### src/rtl/teg_pkg.sv
// Shared types, constants and helper functions for the touch event generator.
`timescale 1ns / 1ps

package teg_pkg;

    // Coordinate width of the raw and placed points.
    localparam int COORD_BITS = 12;

    // Fixed widths of registers and fields.
    localparam int OFF_W   = 12;
    localparam int SIZE_W  = 13;
    localparam int THR_W   = 8;
    localparam int PRESS_W = 8;
    localparam int STR_W   = 16;
    localparam int EV_W    = 3;

    // Width of the offset sum and of the clamp comparison.
    localparam int SUM_W = ((COORD_BITS > OFF_W) ? COORD_BITS : OFF_W) + 2;
    localparam int CMP_W = (SUM_W > SIZE_W) ? SUM_W : SIZE_W;

    // Configuration port geometry.
    localparam int ADDR_W = 5;
    localparam int DATA_W = 32;

    localparam logic [COORD_BITS-1:0] COORD_MAX = '1;
    localparam logic [PRESS_W-1:0]    PRESS_MAX = 8'd255;

    // Register reset values.
    localparam logic [OFF_W-1:0]  RST_OFFSET_X = '0;
    localparam logic [OFF_W-1:0]  RST_OFFSET_Y = '0;
    localparam logic [SIZE_W-1:0] RST_WIDTH    = 13'd240;
    localparam logic [SIZE_W-1:0] RST_HEIGHT   = 13'd280;
    localparam logic [THR_W-1:0]  RST_MOVE_THR = 8'd2;

    typedef enum logic [EV_W-1:0] {
        EV_NONE  = 3'd0,
        EV_DOWN  = 3'd1,
        EV_MOVE  = 3'd2,
        EV_UP    = 3'd3,
        EV_RDERR = 3'd4
    } t_event;

    typedef enum logic [2:0] {
        REG_OFFSET_X = 3'd0,
        REG_OFFSET_Y = 3'd1,
        REG_WIDTH    = 3'd2,
        REG_HEIGHT   = 3'd3,
        REG_MOVE_THR = 3'd4
    } t_reg_idx;

    typedef struct packed {
        logic signed [OFF_W-1:0] x_shift;
        logic signed [OFF_W-1:0] y_shift;
        logic [SIZE_W-1:0]       x_extent;
        logic [SIZE_W-1:0]       y_extent;
        logic [THR_W-1:0]        jitter_limit;
    } t_cfg;

    // One classified poll, as it travels from the front end to the back end.
    typedef struct packed {
        logic                  read_ok;
        logic                  point_present;
        logic [COORD_BITS-1:0] x;
        logic [COORD_BITS-1:0] y;
        logic [PRESS_W-1:0]    pressure;
    } t_cmd;

    // Adds the signed offset and clamps to 0..size-1, never above COORD_MAX.
    function automatic logic [COORD_BITS-1:0] place(
        input logic [COORD_BITS-1:0]   raw,
        input logic signed [OFF_W-1:0] off,
        input logic [SIZE_W-1:0]       size
    );
        logic signed [SUM_W-1:0] sum;
        logic [CMP_W-1:0]        hi;
        logic [CMP_W-1:0]        mag;
        sum = $signed(SUM_W'(raw)) + $signed({{(SUM_W-OFF_W){off[OFF_W-1]}}, off});
        hi  = CMP_W'(size) - CMP_W'(1);
        if (hi > CMP_W'(COORD_MAX)) begin
            hi = CMP_W'(COORD_MAX);
        end
        mag = CMP_W'(sum[SUM_W-2:0]);
        if (sum[SUM_W-1] || (size == '0)) begin
            place = '0;
        end else if (mag > hi) begin
            place = hi[COORD_BITS-1:0];
        end else begin
            place = mag[COORD_BITS-1:0];
        end
    endfunction

    // Saturates the raw strength to the pressure range.
    function automatic logic [PRESS_W-1:0] sat_pressure(input logic [STR_W-1:0] s);
        if (s > STR_W'(PRESS_MAX)) begin
            sat_pressure = PRESS_MAX;
        end else begin
            sat_pressure = s[PRESS_W-1:0];
        end
    endfunction

endpackage

### src/rtl/teg_if.sv
// Handshake interfaces for the poll input channel and the event output channel.
`timescale 1ns / 1ps

interface teg_poll_if
    import teg_pkg::*;
();
    logic                  valid;
    logic                  ready;
    logic                  read_ok;
    logic                  point_present;
    logic [COORD_BITS-1:0] raw_x;
    logic [COORD_BITS-1:0] raw_y;
    logic [STR_W-1:0]      strength;

    modport source (output valid, read_ok, point_present, raw_x, raw_y, strength,
                    input ready);
    modport sink   (input valid, read_ok, point_present, raw_x, raw_y, strength,
                    output ready);
endinterface

interface teg_event_if
    import teg_pkg::*;
();
    logic                  valid;
    logic                  ready;
    logic [EV_W-1:0]       event_res;
    logic                  pressed;
    logic [COORD_BITS-1:0] point_x;
    logic [COORD_BITS-1:0] point_y;
    logic [PRESS_W-1:0]    point_pressure;
    logic [COORD_BITS-1:0] from_x;
    logic [COORD_BITS-1:0] from_y;
    logic [PRESS_W-1:0]    from_pressure;

    modport source (output valid, event_res, pressed, point_x, point_y, point_pressure,
                    from_x, from_y, from_pressure, input ready);
    modport sink   (input valid, event_res, pressed, point_x, point_y, point_pressure,
                    from_x, from_y, from_pressure, output ready);
endinterface

### src/rtl/teg_regs.sv
// APB-style configuration register bank.
`timescale 1ns / 1ps

module teg_regs
    import teg_pkg::*;
(
    input  logic              i_clk,
    input  logic              i_rst_n,
    input  logic              psel,
    input  logic              penable,
    input  logic              pwrite,
    input  logic [ADDR_W-1:0] paddr,
    input  logic [DATA_W-1:0] pwdata,
    output logic [DATA_W-1:0] prdata,
    output logic              pready,
    output t_cfg              o_cfg
);

    t_cfg     r_cfg;
    t_reg_idx w_idx;
    logic     w_wr;

    assign w_idx  = t_reg_idx'(paddr[ADDR_W-1:2]);
    assign w_wr   = psel && penable && pwrite;
    assign pready = 1'b1;
    assign o_cfg  = r_cfg;

    // Register writes complete in the access phase.
    always_ff @(posedge i_clk) begin
        if (!i_rst_n) begin
            r_cfg.x_shift      <= RST_OFFSET_X;
            r_cfg.y_shift      <= RST_OFFSET_Y;
            r_cfg.x_extent     <= RST_WIDTH;
            r_cfg.y_extent     <= RST_HEIGHT;
            r_cfg.jitter_limit <= RST_MOVE_THR;
        end else if (w_wr) begin
            case (w_idx)
                REG_OFFSET_X: r_cfg.x_shift      <= pwdata[OFF_W-1:0];
                REG_OFFSET_Y: r_cfg.y_shift      <= pwdata[OFF_W-1:0];
                REG_WIDTH:    r_cfg.x_extent     <= pwdata[SIZE_W-1:0];
                REG_HEIGHT:   r_cfg.y_extent     <= pwdata[SIZE_W-1:0];
                REG_MOVE_THR: r_cfg.jitter_limit <= pwdata[THR_W-1:0];
                default: ;
            endcase
        end
    end

    // Read-back multiplexer.
    always_comb begin
        case (w_idx)
            REG_OFFSET_X: prdata = DATA_W'($unsigned(r_cfg.x_shift));
            REG_OFFSET_Y: prdata = DATA_W'($unsigned(r_cfg.y_shift));
            REG_WIDTH:    prdata = DATA_W'(r_cfg.x_extent);
            REG_HEIGHT:   prdata = DATA_W'(r_cfg.y_extent);
            REG_MOVE_THR: prdata = DATA_W'(r_cfg.jitter_limit);
            default:      prdata = '0;
        endcase
    end

endmodule

### src/rtl/teg_front.sv
// Front end: accepts poll beats, places the point and saturates the pressure.
`timescale 1ns / 1ps

module teg_front
    import teg_pkg::*;
(
    input  logic i_clk,
    input  logic i_rst_n,
    input  t_cfg i_cfg,
    teg_poll_if.sink i_poll,
    output logic o_valid,
    output t_cmd o_cmd,
    input  logic i_ready
);

    logic r_valid;
    t_cmd r_cmd;
    t_cmd n_cmd;
    logic w_take;

    // The stage takes a new beat whenever it is empty or is handing its beat on.
    assign i_poll.ready = !r_valid || i_ready;
    assign w_take       = i_poll.valid && i_poll.ready;
    assign o_valid      = r_valid;
    assign o_cmd        = r_cmd;

    // Classify the poll: placement and pressure do not depend on touch state.
    always_comb begin
        n_cmd.read_ok       = i_poll.read_ok;
        n_cmd.point_present = i_poll.point_present;
        n_cmd.x             = place(i_poll.raw_x, i_cfg.x_shift, i_cfg.x_extent);
        n_cmd.y             = place(i_poll.raw_y, i_cfg.y_shift, i_cfg.y_extent);
        n_cmd.pressure      = sat_pressure(i_poll.strength);
    end

    always_ff @(posedge i_clk) begin
        if (!i_rst_n) begin
            r_valid <= 1'b0;
        end else if (w_take) begin
            r_valid <= 1'b1;
        end else if (i_ready) begin
            r_valid <= 1'b0;
        end
    end

    always_ff @(posedge i_clk) begin
        if (w_take) begin
            r_cmd <= n_cmd;
        end
    end

endmodule

### src/rtl/teg_fifo.sv
// Two-entry queue that decouples the front end from the back end.
`timescale 1ns / 1ps

module teg_fifo
    import teg_pkg::*;
(
    input  logic i_clk,
    input  logic i_rst_n,
    input  logic i_push_valid,
    input  t_cmd i_push_cmd,
    output logic o_push_ready,
    output logic o_pop_valid,
    output t_cmd o_pop_cmd,
    input  logic i_pop_ready
);

    t_cmd       r_mem [2];
    logic       r_wptr;
    logic       r_rptr;
    logic [1:0] r_count;
    logic       w_push;
    logic       w_pop;

    assign o_push_ready = (r_count != 2'd2);
    assign o_pop_valid  = (r_count != 2'd0);
    assign o_pop_cmd    = r_mem[r_rptr];
    assign w_push       = i_push_valid && o_push_ready;
    assign w_pop        = o_pop_valid && i_pop_ready;

    // Pointers and fill level.
    always_ff @(posedge i_clk) begin
        if (!i_rst_n) begin
            r_wptr  <= 1'b0;
            r_rptr  <= 1'b0;
            r_count <= 2'd0;
        end else begin
            if (w_push) begin
                r_wptr <= !r_wptr;
            end
            if (w_pop) begin
                r_rptr <= !r_rptr;
            end
            if (w_push && !w_pop) begin
                r_count <= r_count + 2'd1;
            end else if (w_pop && !w_push) begin
                r_count <= r_count - 2'd1;
            end
        end
    end

    always_ff @(posedge i_clk) begin
        if (w_push) begin
            r_mem[r_wptr] <= i_push_cmd;
        end
    end

`ifndef SYNTHESIS
    a_count_range: assert property (@(posedge i_clk) disable iff (!i_rst_n)
        r_count != 2'd3)
        else $error("queue fill level out of range");
    a_full_ptrs: assert property (@(posedge i_clk) disable iff (!i_rst_n)
        (r_count == 2'd2 || r_count == 2'd0) |-> (r_wptr == r_rptr))
        else $error("queue pointers disagree with fill level");
    a_push_grows: assert property (@(posedge i_clk) disable iff (!i_rst_n)
        (w_push && !w_pop) |=> (r_count == $past(r_count) + 2'd1))
        else $error("queue push without fill level change");
`endif

endmodule

### src/rtl/teg_back.sv
// Back end: keeps touch state and last point, and forms the event beat.
`timescale 1ns / 1ps

module teg_back
    import teg_pkg::*;
(
    input  logic i_clk,
    input  logic i_rst_n,
    input  t_cfg i_cfg,
    input  logic i_valid,
    input  t_cmd i_cmd,
    output logic o_ready,
    teg_event_if.source o_event
);

    logic                  r_touched;
    logic [COORD_BITS-1:0] r_last_x;
    logic [COORD_BITS-1:0] r_last_y;
    logic [PRESS_W-1:0]    r_last_p;

    logic                  r_out_valid;
    t_event                r_ev;
    logic                  r_pressed;
    logic [COORD_BITS-1:0] r_px;
    logic [COORD_BITS-1:0] r_py;
    logic [PRESS_W-1:0]    r_pp;
    logic [COORD_BITS-1:0] r_fx;
    logic [COORD_BITS-1:0] r_fy;
    logic [PRESS_W-1:0]    r_fp;

    t_event                n_ev;
    logic                  n_touched;
    logic [COORD_BITS-1:0] n_px;
    logic [COORD_BITS-1:0] n_py;
    logic [PRESS_W-1:0]    n_pp;
    logic [COORD_BITS-1:0] n_fx;
    logic [COORD_BITS-1:0] n_fy;
    logic [PRESS_W-1:0]    n_fp;
    logic [COORD_BITS-1:0] w_dx;
    logic [COORD_BITS-1:0] w_dy;
    logic                  w_moved;
    logic                  w_pop;

    // The output register is refilled when empty or when its beat is taken.
    assign o_ready = !r_out_valid || o_event.ready;
    assign w_pop   = i_valid && o_ready;

    // Per-axis distance from the last point.
    assign w_dx    = (i_cmd.x > r_last_x) ? (i_cmd.x - r_last_x) : (r_last_x - i_cmd.x);
    assign w_dy    = (i_cmd.y > r_last_y) ? (i_cmd.y - r_last_y) : (r_last_y - i_cmd.y);
    assign w_moved = (w_dx > COORD_BITS'(i_cfg.jitter_limit)) ||
                     (w_dy > COORD_BITS'(i_cfg.jitter_limit));

    // Event decision against the stored touch state.
    always_comb begin
        n_ev      = EV_NONE;
        n_touched = r_touched;
        n_px      = r_last_x;
        n_py      = r_last_y;
        n_pp      = r_last_p;
        n_fx      = '0;
        n_fy      = '0;
        n_fp      = '0;
        if (!i_cmd.read_ok) begin
            if (r_touched) begin
                n_ev = EV_RDERR;
            end
            n_touched = 1'b0;
        end else if (i_cmd.point_present) begin
            n_px      = i_cmd.x;
            n_py      = i_cmd.y;
            n_pp      = i_cmd.pressure;
            n_touched = 1'b1;
            if (!r_touched) begin
                n_ev = EV_DOWN;
            end else if (w_moved) begin
                n_ev = EV_MOVE;
                n_fx = r_last_x;
                n_fy = r_last_y;
                n_fp = r_last_p;
            end
        end else begin
            if (r_touched) begin
                n_ev = EV_UP;
            end
            n_touched = 1'b0;
        end
    end

    // Touch state and last point.
    always_ff @(posedge i_clk) begin
        if (!i_rst_n) begin
            r_touched <= 1'b0;
            r_last_x  <= '0;
            r_last_y  <= '0;
            r_last_p  <= '0;
        end else if (w_pop) begin
            r_touched <= n_touched;
            r_last_x  <= n_px;
            r_last_y  <= n_py;
            r_last_p  <= n_pp;
        end
    end

    // Output register valid flag.
    always_ff @(posedge i_clk) begin
        if (!i_rst_n) begin
            r_out_valid <= 1'b0;
        end else if (o_ready) begin
            r_out_valid <= i_valid;
        end
    end

    // Output register payload.
    always_ff @(posedge i_clk) begin
        if (w_pop) begin
            r_ev      <= n_ev;
            r_pressed <= n_touched;
            r_px      <= n_px;
            r_py      <= n_py;
            r_pp      <= n_pp;
            r_fx      <= n_fx;
            r_fy      <= n_fy;
            r_fp      <= n_fp;
        end
    end

    assign o_event.valid          = r_out_valid;
    assign o_event.event_res      = r_ev;
    assign o_event.pressed        = r_pressed;
    assign o_event.point_x        = r_px;
    assign o_event.point_y        = r_py;
    assign o_event.point_pressure = r_pp;
    assign o_event.from_x         = r_fx;
    assign o_event.from_y         = r_fy;
    assign o_event.from_pressure  = r_fp;

`ifndef SYNTHESIS
    a_press_events: assert property (@(posedge i_clk) disable iff (!i_rst_n)
        (r_out_valid && (r_ev == EV_DOWN || r_ev == EV_MOVE)) |-> r_pressed)
        else $error("down or move beat without pressed");
    a_release_events: assert property (@(posedge i_clk) disable iff (!i_rst_n)
        (r_out_valid && (r_ev == EV_UP || r_ev == EV_RDERR)) |-> !r_pressed)
        else $error("release beat still pressed");
    a_from_zero: assert property (@(posedge i_clk) disable iff (!i_rst_n)
        (r_out_valid && r_ev != EV_MOVE) |-> (r_fx == '0 && r_fy == '0 && r_fp == '0))
        else $error("previous point set on a non-move beat");
`endif

endmodule

### src/rtl/touch_event_generator.sv
// Top level of the touch event generator: register bank, front end, queue, back end.
`timescale 1ns / 1ps

// Usage
// Each beat on i_poll is one poll of the touch controller: read status,
// point-present flag, raw coordinates and strength. Each poll yields exactly
// one beat on o_event carrying the event code (none, down, move, up or
// release on read error), the pressed state and the current and previous
// points. Both channels use valid/ready; a beat moves when both are high.
// An accepted poll passes three registers: the front-end placement stage,
// the two-entry queue and the back-end output register. A poll can be
// accepted every cycle while the receiver keeps ready high, so the sustained
// rate is one beat per cycle, set by the state update in the back end.
// When the receiver stalls, the output register holds its beat, the queue
// fills and then the front end drops ready; nothing is lost or repeated.
// The APB-style port writes the offsets, display size and move threshold
// at byte address 4*index; it should only be written while the block is idle.
// Synchronous reset clears the touch state, the last point and all queues,
// and loads the register reset values.

module touch_event_generator
    import teg_pkg::*;
(
    input  logic              i_clk,
    input  logic              i_rst_n,
    input  logic              psel,
    input  logic              penable,
    input  logic              pwrite,
    input  logic [ADDR_W-1:0] paddr,
    input  logic [DATA_W-1:0] pwdata,
    output logic [DATA_W-1:0] prdata,
    output logic              pready,
    teg_poll_if.sink          i_poll,
    teg_event_if.source       o_event
);

    t_cfg w_cfg;
    logic w_f_valid;
    t_cmd w_f_cmd;
    logic w_f_ready;
    logic w_q_valid;
    t_cmd w_q_cmd;
    logic w_q_ready;

    teg_regs u_regs (
        .i_clk   (i_clk),
        .i_rst_n (i_rst_n),
        .psel    (psel),
        .penable (penable),
        .pwrite  (pwrite),
        .paddr   (paddr),
        .pwdata  (pwdata),
        .prdata  (prdata),
        .pready  (pready),
        .o_cfg   (w_cfg)
    );

    teg_front u_front (
        .i_clk   (i_clk),
        .i_rst_n (i_rst_n),
        .i_cfg   (w_cfg),
        .i_poll  (i_poll),
        .o_valid (w_f_valid),
        .o_cmd   (w_f_cmd),
        .i_ready (w_f_ready)
    );

    teg_fifo u_fifo (
        .i_clk        (i_clk),
        .i_rst_n      (i_rst_n),
        .i_push_valid (w_f_valid),
        .i_push_cmd   (w_f_cmd),
        .o_push_ready (w_f_ready),
        .o_pop_valid  (w_q_valid),
        .o_pop_cmd    (w_q_cmd),
        .i_pop_ready  (w_q_ready)
    );

    teg_back u_back (
        .i_clk   (i_clk),
        .i_rst_n (i_rst_n),
        .i_cfg   (w_cfg),
        .i_valid (w_q_valid),
        .i_cmd   (w_q_cmd),
        .o_ready (w_q_ready),
        .o_event (o_event)
    );

endmodule

### src/flat_wrapper.sv
// flat-port wrapper written by rule: the top's interface ports become plain ports
module touch_event_generator_flat import teg_pkg::*;
  (i_clk, i_rst_n, psel, penable, pwrite, paddr, pwdata, prdata, pready, i_poll_valid, i_poll_read_ok, i_poll_point_present, i_poll_raw_x, i_poll_raw_y, i_poll_strength, i_poll_ready, o_event_valid, o_event_event_res, o_event_pressed, o_event_point_x, o_event_point_y, o_event_point_pressure, o_event_from_x, o_event_from_y, o_event_from_pressure, o_event_ready);
  teg_poll_if i_poll_i ();
  teg_event_if o_event_i ();
  input  logic i_clk;
  input  logic i_rst_n;
  input  logic psel;
  input  logic penable;
  input  logic pwrite;
  input  logic [ADDR_W-1:0] paddr;
  input  logic [DATA_W-1:0] pwdata;
  output logic [DATA_W-1:0] prdata;
  output logic pready;
  input wire logic [$bits(i_poll_i.valid)-1:0] i_poll_valid;
  input wire logic [$bits(i_poll_i.read_ok)-1:0] i_poll_read_ok;
  input wire logic [$bits(i_poll_i.point_present)-1:0] i_poll_point_present;
  input wire logic [$bits(i_poll_i.raw_x)-1:0] i_poll_raw_x;
  input wire logic [$bits(i_poll_i.raw_y)-1:0] i_poll_raw_y;
  input wire logic [$bits(i_poll_i.strength)-1:0] i_poll_strength;
  output wire logic [$bits(i_poll_i.ready)-1:0] i_poll_ready;
  output wire logic [$bits(o_event_i.valid)-1:0] o_event_valid;
  output wire logic [$bits(o_event_i.event_res)-1:0] o_event_event_res;
  output wire logic [$bits(o_event_i.pressed)-1:0] o_event_pressed;
  output wire logic [$bits(o_event_i.point_x)-1:0] o_event_point_x;
  output wire logic [$bits(o_event_i.point_y)-1:0] o_event_point_y;
  output wire logic [$bits(o_event_i.point_pressure)-1:0] o_event_point_pressure;
  output wire logic [$bits(o_event_i.from_x)-1:0] o_event_from_x;
  output wire logic [$bits(o_event_i.from_y)-1:0] o_event_from_y;
  output wire logic [$bits(o_event_i.from_pressure)-1:0] o_event_from_pressure;
  input wire logic [$bits(o_event_i.ready)-1:0] o_event_ready;
  assign i_poll_i.valid = i_poll_valid;
  assign i_poll_i.read_ok = i_poll_read_ok;
  assign i_poll_i.point_present = i_poll_point_present;
  assign i_poll_i.raw_x = i_poll_raw_x;
  assign i_poll_i.raw_y = i_poll_raw_y;
  assign i_poll_i.strength = i_poll_strength;
  assign i_poll_ready = i_poll_i.ready;
  assign o_event_valid = o_event_i.valid;
  assign o_event_event_res = o_event_i.event_res;
  assign o_event_pressed = o_event_i.pressed;
  assign o_event_point_x = o_event_i.point_x;
  assign o_event_point_y = o_event_i.point_y;
  assign o_event_point_pressure = o_event_i.point_pressure;
  assign o_event_from_x = o_event_i.from_x;
  assign o_event_from_y = o_event_i.from_y;
  assign o_event_from_pressure = o_event_i.from_pressure;
  assign o_event_i.ready = o_event_ready;
  touch_event_generator u_core (.i_clk(i_clk), .i_rst_n(i_rst_n), .psel(psel), .penable(penable), .pwrite(pwrite), .paddr(paddr), .pwdata(pwdata), .prdata(prdata), .pready(pready), .i_poll(i_poll_i), .o_event(o_event_i));
endmodule
### config.mk
export PLATFORM = sky130hd
export DESIGN_NAME = touch_event_generator_flat
export DESIGN_NICKNAME = d
export VERILOG_FILES = /design/src/rtl/teg_pkg.sv /design/src/rtl/teg_if.sv /design/src/rtl/teg_regs.sv /design/src/rtl/teg_front.sv /design/src/rtl/teg_fifo.sv /design/src/rtl/teg_back.sv /design/src/rtl/touch_event_generator.sv /design/src/flat_wrapper.sv
export SDC_FILE = /design/constraint.sdc
export NUM_CORES = 1
export LEC_CHECK = 0
export ABC_CLOCK_PERIOD_IN_PS = 14300
export BUFFER_PORTS_ARGS = -buffer_cell sky130_fd_sc_hd__buf_4
export CORE_ASPECT_RATIO = 0.8
export CORE_MARGIN = 4
export CORE_UTILIZATION = 23
export CTS_CLUSTER_SIZE = 20
export DETAILED_ROUTE_END_ITERATION = 10
export GPL_TIMING_DRIVEN = 0
export REMOVE_ABC_BUFFERS = 1
export SLEW_MARGIN = 20
export SYNTH_ARGS = -nofsm -noshare
export SYNTH_HDL_FRONTEND = slang
export SYNTH_HIERARCHICAL = 1
export SYNTH_SLANG_ARGS = --single-unit
### constraint.sdc
create_clock -name i_clk -period 14.3 [get_ports i_clk]
set_input_delay 0.715 -clock i_clk [delete_from_list [all_inputs] [get_ports i_clk]]
set_output_delay 0.715 -clock i_clk [all_outputs]
set_load 0.01 [all_outputs]
Word-level counts from Yosys, hierarchy flattened
Memories as Yosys holds them, arrays and structs flattened. A register that Yosys moved wholly into a read port is not among the register bits.
Index checks and enable logic that the tools add are counted.

storage, ports and cells
  register bits after elaboration = 199
  RAM bits = 68
  input port bits = 86
  word-level logic and storage cells = 111
  memories kept = 1

memory list
  name                 words  bits a word  read ports  clocked after Yosys merged registers in  wr ports  RTL line        text
  u_core.u_fifo.r_mem  2      34           1           1                                        1         teg_fifo.sv:17  t_cmd r_mem [2];

operators by class
  $add $sub $neg = 10
  $lt $le $gt $ge = 9
  equality and inequality tests = 5
  muxes and demuxes = 29
  reductions and logical operators = 30

operators by type and width
  operator                 number
  $mux W12                 8
  $pmux W13 S5             1
  $sub A12 B12 Y12         4
  $add A13 B12 Y14         2
  $gt A13 B14 Y1           2
  $gt A14 B12 Y1 const B   2
  $mux W14                 2
  $sub A13 B1 Y14 const B  2
  $logic_not A13 Y1        2
  $gt A12 B12 Y1           2
  $gt A12 B8 Y1            2
  $gt A16 B8 Y1 const B    1
  $mux W8                  2
  $mux W2                  5
  $reduce_and A2 Y1        5
  $mux W3                  3
  $mux W1                  8
  $logic_and A1 B1 Y1      7
  $eq A3 B2 Y1 const B     2
  $logic_not A1 Y1         6
  $reduce_bool A2 Y1       3
  $logic_or A1 B1 Y1       5
  $reduce_and A4 Y1        1
  $eq A3 B1 Y1 const B     1
  5 further kinds          5

Longest topological paths before layout
Gate-level depths: netlist (run 1).

  depth after elaboration = 8
  mapped depth = 25
  depth with buffers taken out = 21

Hierarchy
The synthesis (run 1) kept the hierarchy.

by module, submodules not included
  module     times used  cells an instance  area an instance (um2)  sequential area each (um2)
  teg_back   1           765                6809.0                  2722.6
  teg_front  1           463                4058.9                  1041.0
  teg_regs   1           293                2871.5                  1161.1
  teg_fifo   1           130                2692.6                  2142.1

Worst setup path before layout (run 1)
Ideal clock, no wire load.

  path kind = reg2reg
  from = register with a tool-made name
  to = register u_core.u_back.r_fp[0] (netlist: u_core/u_back/o_event.from_pressure[0]), data pin
  arrival time = 4427 ps
  required time = 14029 ps
  slack = 9602 ps
  cell stages (with the launch flop) = 25
  buffers on the path = 4
  cell sequence = dfxtp_1 -> buf_2 -> buf_4 -> mux2_2 -> inv_1 -> ha_1 -> inv_1 -> fa_1 -> nand3_1 -> nand2_1 -> a31oi_1 -> o21ai_0 -> o21ai_0 -> clkbuf_1 -> mux2i_1 -> o21ai_0 -> xor2_1 -> ha_1 -> a21o_1 -> a21oi_1 -> o21a_1 -> o22ai_1 -> a221oi_4 -> buf_6 -> nor3_1

RTL lines
  item                    RTL line         text
  end signal: assignment  teg_back.sv:124  r_fp <= n_fp;
  end: declaration        teg_back.sv:29   logic [PRESS_W-1:0] r_fp;

==> flow_summary.ini, run 1 <==
[synthesis]
ys_seq_elements = 268
yosys.cell_count.top_type = nand2_1
synthDistinctLibCells = 87
synth.cell_area_um2 = 16400
synth_sequential_area_ratio_pct = 43.0
synth_edf_count = 170
yosysTopAreaCellShare_pct = 31.1
synth_area_leaders = edfxtp_1, dfxtp_1, ha_1, nand2_1, mux2i_1
syn_inst = 1651
synth_top_area_cell = edfxtp_1
ys_warn_count = 6
synth-main-ff-cell = edfxtp_1
yosys-top-cells-count = nand2_1, edfxtp_1, ha_1
synth.avg_cell_area_um2 = 9.95
synth-async-reset-ratio_pct = 0

[sta]
holdWs_ns = 0.339
fmax_mhz = 172
period_needed_ns = 5.82
setup_tns_ns = 0
grt_setup_unrepaired = no
fin_skew_ns = 0.0206
relSlewSlack_pct = 27.6
final_hold_viol_count = 0
worst_pin_slew_ns = 1.06
fin_crit_sh_pct = 40.7
slew_violations = 0
setup_viol = 0

[power_and_ir_drop]
power_frac_clock_pct = 23.6
swShare_pct = 36.0
report.power.total_mw = 2.89
p_leak_nw = 7.10
vdd_drop_max_v = 0.0000841
pwr-share-comb_pct = 40.0
intPower_mw = 1.85
power_switching_mw = 1.04
power_density_nw_per_um2 = 149
sequentialPowerShare_pct = 36.4

[die]
ios = 189
initial_core_util_pct = 23.3
design.die.area_um2 = 75800
core_um2 = 70600
row_count = 87
die_h_um = 247
dieWidth_um = 307

[worst_setup_path]
r2r-end = u_core/u_back/o_event.from_y[1]$_SDFFCE_PN0P_
cpMaxStageDelayCell = dfxtp_2
cp_cell_sequence = buf_12, mux2_2, inv_1, ha_1, a21oi_1, nand2_1, a21oi_1, a31oi_2, a211oi_1, a21oi_1, xor2_1, ha_1, a21o_1, a21o_1, a21oi_1, o21a_1, o22ai_1, a221oi_4, buf_6, buf_6, nor3_1
critPathArrivalTime_ns = 6.13
cp_top_family = compound AO/OA/AOI/OAI gates
cp_max_fo = 24
crit_type = reg2reg
worstSetupStartpointType = flop
r2r_slack_ns = 8.48
reg2reg_depth = 21
cpMostUsedCell = a21oi_1
critical_path_buf_inv_count = 4
crit_required_ns = 14.61
cp-end-kind = flop
cpPeakStageDelay_ns = 0.56

[global_routing]
grt_use_total_pct = 12.1
grt_first_pass_wirelength_um = 71800
grt_max_degree = 66
antenna_found_initial = 0
gr-total-overflow = 0
grt_pass1_vias = 12100

[final_layout]
finish.utilization_pct = 27.4
layout.nets = 1965
syn2layout_area_growth_pct = 17.8
drive_above_1_share_pct = 17.9
antenna-diode-count = 0

[hold_path]
worstHoldStart = i_poll_read_ok
min_to = u_core/u_front/o_cmd[33]$_DFFE_PP_
hold_depth = 1
hold_path.class = in2reg

[clocking]
clk_pin_slew_ns = 0.06
ctsHoldBuffers = 0
clk_latency_ns = 0.56
htree_levels = 1
cts_buffers = 27
cts_buffer_depth = 3
cts_tree = done
post_cts_buffers = 0
cts_resized = 0
clkSinkCount = 268
cts_root_buf = clkbuf_16

[placement]
dp_hpwl_um = 36600
port_buffers = 147
place_congestion = 0.865

[flow_run]
drv_cap = 0

[drt]
drc = 0
post_drt_wl_per_cell_um = 17.3
viasPerCell = 4.60
totalWireLength_um = 47000
num_vias = 12500
drtPass1Iterations = 5
ant_nets = 0
drt_iter0_drc = 877

[status]
status = finished clean
==> flip-flops by register name, indices dropped and copies added (netlist names), 2 cells and up, named ones only <==
signal,count
u_core/u_back/o_event.from_pressure,8
u_core/u_back/o_event.point_y,12
u_core/u_back/o_event.from_x,12
u_core/u_fifo/r_count,2
u_core/u_back/r_last_y,12
u_core/u_back/o_event.point_pressure,8
u_core/u_back/o_event.event_res,3
u_core/u_back/r_last_x,12
u_core/u_back/o_event.point_x,12
u_core/u_regs/o_cfg,58
u_core/u_fifo/r_mem,68
u_core/u_back/r_last_p,8
u_core/u_front/o_cmd,34
u_core/u_back/o_event.from_y,12
==> final cells by class <==
| cell class | instances | area [um2] |
|---|---|---|
| Clock buffer | 38 | 757 |
| Timing Repair Buffer | 161 | 1360 |
| Inverter | 90 | 340 |
| Multi-Input combinational cell | 1208 | 8560 |
| Tap cell | 934 | 1170 |
| Sequential cell | 268 | 7070 |
| Clock inverter | 12 | 96.3 |
| Fill cell | 7365 | 51300 |
==> layout by cell type, fill, tap and decap left out, drive strengths merged, types with 22 or more instances in the layout <==
master  instances
a211oi         24
a21boi         38
a21o           30
a21oi         106
and2           26
buf           161
clkbuf         38
conb           22
dfxtp          98
edfxtp        170
ha            117
inv            92
mux2           56
mux2i          66
nand2         240
nor2           42
nor2b          27
nor3           52
o21ai          66
xnor2          41
==> per-stage QoR <==
stage | instance area, um2 | worst slack [ns] | cells
3_3_place_gp | 18200 | 6.42 | 2647
4_1_cts | 19400 | 8.49 | 2711
3_5_place_dp | 18500 | 8.52 | 2661
2_1_floorplan | 15900 | 8.72 | 1566
6_report | 19400 | 8.48 | 2711
5_1_grt | 19400 | 8.04 | 2711
==> routing by layer <==
| layer | wire (um) | up-vias | track usage [%] | part of all wire, % |
|---|---|---|---|---|
| li1 | - | 6116 | - | - |
| met1 | 22800 | 6023 | 17.5 | 49 |
| met2 | 20700 | 303 | 19.0 | 44 |
| met3 | 2890 | 31 | 2.42 | 6.2 |
| met4 | 507 | 0 | 1.54 | 1.1 |
| met5 | 0 | - | 0 | 0 |
==> how the worst max path moves through the flow <==
stage | from | slack (ns) | end | cells past startpoint
after floorplan | flop | 8.72 | u_core/u_back/o_event.from_pressure[0]$_SDFFCE_PN0P_ | 17
after global placement | flop | 6.42 | u_core/u_back/o_event.from_x[2]$_SDFFCE_PN0P_ | 17
after detailed placement | flop | 8.52 | u_core/u_back/o_event.from_y[1]$_SDFFCE_PN0P_ | 21
after CTS | flop | 8.49 | u_core/u_back/o_event.from_y[1]$_SDFFCE_PN0P_ | 21
after global routing | flop | 8.04 | u_core/u_back/o_event.from_pressure[2]$_SDFFCE_PN0P_ | 21
final | flop | 8.48 | u_core/u_back/o_event.from_y[1]$_SDFFCE_PN0P_ | 21
==> worst reg2reg max path, cell delays in order, from the launching register on <==
cell,delay [ns]
dfxtp_2,0.56
buf_12,0.24
mux2_2,0.45
inv_1,0.08
ha_1,0.35
a21oi_1,0.41
nand2_1,0.16
a21oi_1,0.29
a31oi_2,0.36
a211oi_1,0.34
a21oi_1,0.09
xor2_1,0.20
ha_1,0.31
a21o_1,0.16
a21o_1,0.17
a21oi_1,0.16
o21a_1,0.14
o22ai_1,0.11
a221oi_4,0.52
buf_6,0.24
buf_6,0.17
nor3_1,0.07
==> power groups by stage <==
stage / Clock, mW / Combinational [mW] / Sequential (mW)
2_1_floorplan: 0 / 0.688 / 1.10
3_3_place_gp: 0 / 1.09 / 1.10
3_5_place_dp: 0 / 1.15 / 1.08
4_1_cts: 0.704 / 1.16 / 1.06
5_1_grt: 0.739 / 1.28 / 1.07
6_report: 0.684 / 1.16 / 1.05
==> kinds of logic after synthesis <==
kind of cell,count (synthesis),synth area share (%)
multiplexers,126,8.41
flip-flops,268,43.0
AND/OR/NAND/NOR,516,15.8
other,3,0.0685
AO/OA/AOI/OAI,362,14.4
buffers and inverters,194,5.48
adder cells (fa/ha/maj),123,9.64
XOR/XNOR,59,3.14
No activity file was read; power rests on OpenSTA's default activity.
==> run 2, diff against run 1 <==
--- a/config.mk
+++ b/config.mk
@@ -5,7 +5,7 @@
 export SDC_FILE = /design/constraint.sdc
 export NUM_CORES = 1
 export LEC_CHECK = 0
-export ABC_CLOCK_PERIOD_IN_PS = 14300
+export ABC_CLOCK_PERIOD_IN_PS = 5110
 export BUFFER_PORTS_ARGS = -buffer_cell sky130_fd_sc_hd__buf_4
 export CORE_ASPECT_RATIO = 0.8
 export CORE_MARGIN = 4
==> constraint.sdc (replaced) <==
create_clock -name i_clk -period 5.11 [get_ports i_clk]
set_input_delay 0.2555 -clock i_clk [delete_from_list [all_inputs] [get_ports i_clk]]
set_output_delay 0.2555 -clock i_clk [all_outputs]
set_load 0.01 [all_outputs]
==> flow_summary.ini, run 2 (synthesis gave the netlist of run 1 again) <==
[status]
status = finished clean

[worst_setup_path]
critPathArrivalTime_ns = 5.13
cp_max_fo = 12
crit_type = reg2reg
critPathCapture = u_core/u_back/o_event.from_pressure[2]$_SDFFCE_PN0P_
r2r_slack_ns = 0.29
reg2reg_depth = 21
cp-end-kind = flop
r2r-end = u_core/u_back/o_event.from_pressure[2]$_SDFFCE_PN0P_
crit_required_ns = 5.41
worstSetupStartpointType = flop

[sta]
holdWs_ns = 0.0176
period_needed_ns = 4.82
worst_pin_slew_ns = 1.07
fin_skew_ns = 0.0224
relSlewSlack_pct = 26.8
setup_ws_ns = 0.285
fin_crit_sh_pct = 94.4
setup_viol = 0
grt_setup_unrepaired = no
slew_violations = 0
fmax_mhz = 207
final_hold_viol_count = 0

[clocking]
cts_buffer_depth = 3
clkSinkCount = 268
cts_root_buf = clkbuf_16
cts_buffers = 27
cts_tree = done
clk_latency_ns = 0.56
clk_pin_slew_ns = 0.06
htree_levels = 1

[final_layout]
layout.nets = 1994
syn2layout_area_growth_pct = 20.3
final_cell_mix = nand2_1, edfxtp_1, buf_4, ha_1, a21oi_1
regArea_um2 = 7070
largest-register = u_core/u_fifo/r_mem
stdcell_area_um2 = 19800
largest_register_ffs = 68
drive_above_1_share_pct = 19.2
finish.utilization_pct = 28.0
antenna-diode-count = 0
num-fill-cells = 7332
stdcell_count = 2740
multi_input_area_um2 = 8670
final_common_cell = nand2_1

[global_routing]
grt_pass1_vias = 12100
grt_first_pass_wirelength_um = 72200
grt_use_total_pct = 12.1
grt_max_degree = 66
gr-total-overflow = 0
antenna_found_initial = 0

[power_and_ir_drop]
p_leak_nw = 7.25
power_frac_clock_pct = 23.0
sequentialPowerShare_pct = 35.3
swShare_pct = 36.1
power_switching_mw = 3.00
intPower_mw = 5.30
pwr-share-comb_pct = 41.7
vdd_drop_max_v = 0.000259
power_density_nw_per_um2 = 420

[placement]
place_ws_ns = -0.673
place_congestion = 0.865
dpl.cell_count = 2661
dp_hpwl_um = 36600
port_buffers = 147
placed_cell_area_um2 = 18500

[die]
design.die.area_um2 = 75800
row_count = 87
die_h_um = 247
initial_core_util_pct = 23.3
core_um2 = 70600
dieWidth_um = 307
ios = 189

[flow_run]
drv_cap = 0

[drt]
drtPass1Iterations = 5
ant_nets = 0
post_drt_wl_per_cell_um = 17.4
num_vias = 12700
viasPerCell = 4.63
drc = 0
totalWireLength_um = 47700
drt_iter0_drc = 851

[hold_path]
hold_path.class = in2reg
[run 2: power by group through the flow]
stage          clock [mW]  sequential, mW  combinational (mW)
2_1_floorplan           0            3.07                1.93
3_3_place_gp            0            3.08                3.04
3_5_place_dp            0            3.01                3.22
4_1_cts              1.97            2.95                3.31
5_1_grt              2.07            2.97                3.82
6_report             1.91            2.93                3.46
[run 2: how the worst min path moves through the flow]
| stage | start | to | slack (ns) | cells after the start |
|---|---|---|---|---|
| 2_1_floorplan | i_rst_n | u_core/u_regs/o_cfg[11]$_SDFFE_PN1P_ | 0.35 | 1 |
| 6_report | pwdata[1] | u_core/u_regs/o_cfg[1]$_SDFFE_PN1P_ | 0.02 | 3 |
| 3_3_place_gp | u_core/u_front/o_cmd[1]$_SDFFCE_PN1P_ | u_core/u_fifo/r_mem[0][1]$_DFFE_PP_ | 0.42 | 0 |
| 4_1_cts | pwdata[1] | u_core/u_regs/o_cfg[1]$_SDFFE_PN1P_ | 0.004 | 3 |
| 5_1_grt | pwdata[12] | u_core/u_regs/o_cfg[20]$_SDFFE_PN0P_ | 0.03 | 3 |
| 3_5_place_dp | u_core/u_front/o_cmd[19]$_SDFFCE_PP0P_ | u_core/u_fifo/r_mem[0][19]$_DFFE_PP_ | 0.43 | 0 |
[run 2: per-stage QoR]
stage / power [mW] / TNS (ns)
after detailed placement: 6.24 / -16.74
after floorplan: 4.99 / -15.62
after CTS: 8.23 / 0
after global placement: 6.12 / -147.01
after global routing: 8.87 / 0
final: 8.30 / 0
[run 2: what timing repair did]
item | CTS | global route
buffers inserted | 3 | 9
cloned | 1 | 2
hold endpoints to repair | 14 | 0
hold buffers | 14 | 0
setup endpoints to repair | 33 | 41
pin swaps | 0 | 4
gates resized for setup | 6 | 18
[run 2: area by class of cell]
cell class                 instances  share of cell area [%]
timing repair buffer             189                    8.38
clock inverter                    12                   0.488
multi-input combinational       1209                    43.9
tap                              934                    5.91
inverter                          90                    1.72
sequential                       268                    35.8
clock buffer                      38                    3.83
[run 2: metal layers]
metal  GRT usage [%]  wire [um]
met2            19.1      21000
met4            1.54        533
met3            2.41       2890
met1            17.5      23300
met5               0          0
[run 2: critical path: stages, from the launching register on]
cell and delay [ns]:
dfxtp_4 0.38, buf_12 0.16, mux2_2 0.42, inv_1 0.08, ha_1 0.33, a21oi_1 0.37
o21ai_0 0.20, a21oi_4 0.24, a31oi_4 0.19, a211oi_2 0.24, a21oi_1 0.08, xor2_1 0.18
ha_1 0.31, a21o_1 0.16, a21o_1 0.17, a21oi_1 0.16, o21a_1 0.14, o22ai_1 0.11
a221oi_4 0.26, buf_6 0.18, buf_6 0.15, nor3_1 0.06
